`config.mk`:
```
export PLATFORM = sky130hd
export DESIGN_NAME = otf_front
export DESIGN_NICKNAME = d
export VERILOG_FILES = /design/src/sv/otf_pkg.sv /design/src/sv/otf_front.sv
export SDC_FILE = /design/constraint.sdc
export NUM_CORES = 1
export LEC_CHECK = 0
export BUFFER_PORTS_ARGS = -buffer_cell sky130_fd_sc_hd__buf_4
export CAP_MARGIN = 20
export CORE_MARGIN = 2
export CORE_UTILIZATION = 55
export DETAILED_ROUTE_END_ITERATION = 10
export GPL_ROUTABILITY_DRIVEN = 0
export PLACE_DENSITY = 0.77
export SLEW_MARGIN = 20
export SYNTH_ARGS = -nofsm -noshare
export SYNTH_HDL_FRONTEND = slang
export SYNTH_SLANG_ARGS = --single-unit
```
`constraint.sdc`:
```
create_clock -name clk_i -period 4.7 [get_ports clk_i]
set_input_delay 0.235 -clock clk_i [delete_from_list [all_inputs] [get_ports clk_i]]
set_output_delay 0.235 -clock clk_i [all_outputs]
set_load 0.1 [all_outputs]
```
`src/sv/otf_pkg.sv`:
```
`timescale 1ns / 1ps
`default_nettype none
// ----------------------------------------------------------------------------
// otf_pkg
// shared constants and types of the otsu threshold finder
// ----------------------------------------------------------------------------
package otf_pkg;

  localparam int COUNT_BITS  = 18;
  localparam int PIX_BITS    = 8;
  localparam int BINS        = 256;
  localparam int ADDR_BITS   = 8;
  localparam int N_BITS      = COUNT_BITS + PIX_BITS;
  localparam int S_BITS      = N_BITS + PIX_BITS;
  localparam int D_BITS      = N_BITS + S_BITS;
  localparam int NUM_BITS    = 2 * D_BITS;
  localparam int DEN_BITS    = 2 * N_BITS;
  localparam int CMP_BITS    = NUM_BITS + DEN_BITS;
  localparam int DIGIT_BITS  = 8;
  localparam int MUL_A_BITS  = NUM_BITS;
  localparam int MUL_B_BITS  = ((D_BITS + DIGIT_BITS - 1) / DIGIT_BITS) * DIGIT_BITS;
  localparam int MUL_STEPS   = MUL_B_BITS / DIGIT_BITS;
  localparam int PROD_BITS   = MUL_A_BITS + MUL_B_BITS;
  localparam int QUEUE_DEPTH = 4;

  localparam logic [COUNT_BITS-1:0] COUNT_MAX = {COUNT_BITS{1'b1}};
  localparam logic [ADDR_BITS-1:0]  ADDR_LAST = ADDR_BITS'(BINS - 1);
  localparam logic [ADDR_BITS-1:0]  LAST_CAND = ADDR_BITS'(BINS - 2);

  typedef struct packed {
    logic [PIX_BITS-1:0] pixel;
    logic                last;
  } otf_item_t;

  typedef struct packed {
    logic                  start;
    logic [MUL_A_BITS-1:0] a;
    logic [MUL_B_BITS-1:0] b;
  } otf_mul_req_t;

endpackage
`default_nettype wire

```
`src/sv/otf_front.sv`:
```
`timescale 1ns / 1ps
`default_nettype none
// ----------------------------------------------------------------------------
// otf_front
// pixel intake and short queue towards the histogram engine
// ----------------------------------------------------------------------------
module otf_front
  import otf_pkg::*;
(
  input  wire logic                clk_i,
  input  wire logic                rst_ni,
  input  wire logic                s_valid_i,
  input  wire logic [PIX_BITS-1:0] s_pixel_i,
  input  wire logic                s_last_i,
  output      logic                s_ready_o,
  output      otf_item_t           item_o,
  output      logic                item_valid_o,
  input  wire logic                item_pop_i
);

  localparam int PTR_BITS = $clog2(QUEUE_DEPTH);

  otf_item_t             queue_q [QUEUE_DEPTH];
  logic [PTR_BITS-1:0]   wr_ptr_q, rd_ptr_q;
  logic [PTR_BITS:0]     fill_q;
  logic                  push, pop;

  assign s_ready_o    = (fill_q != (PTR_BITS+1)'(QUEUE_DEPTH));
  assign item_valid_o = (fill_q != '0);
  assign push         = s_valid_i && s_ready_o;
  assign pop          = item_pop_i && item_valid_o;
  assign item_o       = queue_q[rd_ptr_q];

  always_ff @(posedge clk_i or negedge rst_ni) begin
    if (!rst_ni) begin
      wr_ptr_q <= '0;
      rd_ptr_q <= '0;
      fill_q   <= '0;
    end else begin
      if (push) wr_ptr_q <= wr_ptr_q + PTR_BITS'(1);
      if (pop)  rd_ptr_q <= rd_ptr_q + PTR_BITS'(1);
      if (push && !pop) begin
        fill_q <= fill_q + (PTR_BITS+1)'(1);
      end else if (pop && !push) begin
        fill_q <= fill_q - (PTR_BITS+1)'(1);
      end
    end
  end

  always_ff @(posedge clk_i) begin
    if (push) begin
      queue_q[wr_ptr_q] <= '{pixel: s_pixel_i, last: s_last_i};
    end
  end

endmodule
`default_nettype wire

```
==> results.ini <==
[finish]
nFillCells = 209
multi_input_area_um2 = 449
diodes = 0
drive_gt1_share_pct = 42.9
nNetsFinal = 130
seq_area_um2 = 1260
synthToLayoutAreaGrowth_pct = 15.7

[worst_setup_path]
crit_required_ns = 4.47
path_cells = mux4_2 -> buf_4
path_max_fanout = 11
cp_top_family = flip-flops
endpoint_kind = primary output
max_stage_delay_ns = 0.80
critical-path-slowest-cell = dfrtp_1
cp.arrival_ns = 1.98
r2r_end = fill_q[2]$_DFFE_PN0P_
path_class = flop to primary output
critical_path_cell_count = 2
path_buf_inv = 1
start_kind = flop
rr_worst_depth = 8
timing.rr.start = fill_q[2]$_DFFE_PN0P_
rrSetupSlack_ns = 2.62

[run_status]
outcome = finished clean

[routing]
drtAntennaViolNets = 0
avgRoutedWirePerCell_um = 16.2
drt_first_pass_iters = 4
totalWireLength_mm = 2.53
drc = 0
viasPerCell = 5.11
first_iter_violations = 20
vias = 797

[global_route]
grt_use_met1_pct = 21.2
grt_max_degree = 13
use_met2_pct = 26.9
track_usage_pct = 16.9
grt-ovfl-total = 0
grtUsageMet3_pct = 4.98
grt_pass1_vias = 870
top_usage_layer = met2
grt_pass1_wl_mm = 4.12
antenna_found_initial = 0

[timing]
final_max_slew_viol_count = 0
finalSetupViolCount = 0
worst_slew_pin_slew_ns = 0.682
rsz0062_at_grt = false
maxSlewHeadroom_pct = 54.5
skew_ns = 0.00989
tns_ns = 0
finalHoldViolations = 0
timing.final.crit_share_pct = 47.1
fin_crit_ns = 2.21
max_freq_mhz = 452

[cts]
post_cts_buffers = 0
cts_htree_levels = 2
clockBufferDepth = 2
cts_sinks = 43
cts_tree = built
numCtsBuffers = 5
clkTransAtPathRegs_ns = 0.12
clk_latency_ns = 0.34
root_buffer = clkbuf_4
cts_resized = 0

[synth]
ys_warn_count = 0
synthCells = 82
syn_avg_cell_area_um2 = 21.1
synth_seq_area_share_pct = 72.5
synthesis.nets = 101
netlist_area_um2 = 1730
synth_cell_types = 19
synth-seq-cells = 43

[die]
pin_count = 24
core.rowCount = 20
die_h_um = 60.1
start_util_pct = 57.2
die_x_um = 60.1
die-area_um2 = 3620
core_um2 = 3030

[flow_run]
cap_violations = 0

[placement]
io_buffers = 23
dp_hpwl_mm = 1.76

[hold_path]
holdPathEnd = queue_q[3][6]$_DFFE_PP_
hold_start = s_pixel_i[5]
hold_class = input pin to flop
min_delay_path_depth = 1

==> logic make-up after synthesis <==
logic type | count (synthesis) | synth area share (%)
and+or+nand+nor | 10 | 4.26
muxes | 11 | 13.2
AOI/OAI and AO/OA | 1 | 0.650
DFF | 43 | 72.5
buffers and inverters | 5 | 1.59
adders and majority gates | 6 | 4.77
xor gates and xnor gates | 6 | 3.03
==> worst reg2reg max path: stages, from the launching register on <==
cell	delay [ns]
dfrtp_1	0.45
or3_4	0.45
nand2_4	0.09
ha_1	0.18
inv_1	0.06
fa_1	0.37
xor2_1	0.15
nor2_1	0.11
xor2_1	0.15
==> how the worst max path moves through the flow <==
stage                                  from               endpoint
detailed placement    fill_q[2]$_DFFE_PN0P_  fill_q[2]$_DFFE_PN0P_
CTS                 rd_ptr_q[0]$_DFFE_PN0P_              item_o[4]
global placement      fill_q[2]$_DFFE_PN0P_  fill_q[2]$_DFFE_PN0P_
finish              rd_ptr_q[0]$_DFFE_PN0P_              item_o[3]
floorplan             fill_q[2]$_DFFE_PN0P_  fill_q[2]$_DFFE_PN0P_
global route        rd_ptr_q[0]$_DFFE_PN0P_              item_o[2]
==> what timing repair did <==
action	in CTS	in global routing
hold buffers	1	0
hold endpoints to repair	7	0
setup endpoints to repair	0	0
==> layer usage <==
metal / up-vias / wire, µm
li1: 374 / -
met1: 400 / 1130
met2: 19 / 1260
met3: 4 / 115
met4: 0 / 32
met5: - / 0
==> flip-flops by register name, summed over array words and instances, names as in the netlist <==
signal / flops
wr_ptr_q: 2
fill_q: 3
rd_ptr_q: 2
queue_q: 36
==> placed cells by master, fill, tap and decap left out, drive strengths merged <==
cell and count:
edfxtp 36, buf 23, mux4 9, dfrtp 7, clkbuf 7, ha 5, and2 4, xnor2 4
inv 3, nor2 2, xor2 2, nand2 2, mux2 2, a21boi 1, or3 1, nand3 1
fa 1, clkinv 1, dlygate4sd3 1
==> synthesized netlist by cell type <==
cell type  number  area [µm²]
nand2_4         1        11.3
and2_2          4        30.0
buf_2           1        5.00
nand2_1         1        3.75
mux2_2          1        11.3
fa_1            1        20.0
or3_4           1        11.3
ha_1            5        62.6
nand3_2         1        10.0
xnor2_1         4        35.0
mux4_2          9         203
nor2_1          2        7.51
a21boi_2        1        11.3
dfrtp_1         7         175
xor2_1          2        17.5
buf_6           1        11.3
inv_1           3        11.3
edfxtp_1       36        1080
mux2_4          1        15.0
==> through the flow <==
step	setup slack [ns]	std cells	hold WS, ns	utilization (%)	area (µm²)
after global routing	2.34	156	0.0609	66.2	2000
after global placement	2.72	147	0.0499	64.2	1940
after detailed placement	2.63	147	0.0550	64.2	1940
final	2.49	156	0.0879	66.2	2000
after CTS	2.44	156	0.0775	66.2	2000
after floorplan	2.57	82	-0.0606	-	1730
==> area by class of cell <==
class,instances,share of cell area (%)
clock buffers,7,2.25
clock inverters,1,0.250
inverters,3,0.562
multi-input cells,34,22.4
flip-flops and latches,43,62.7
well taps,44,2.75
repair buffers,24,9.11
Power is not shown: default switching activity piles up to over one toggle a cycle in this logic, so the estimate is an artifact.
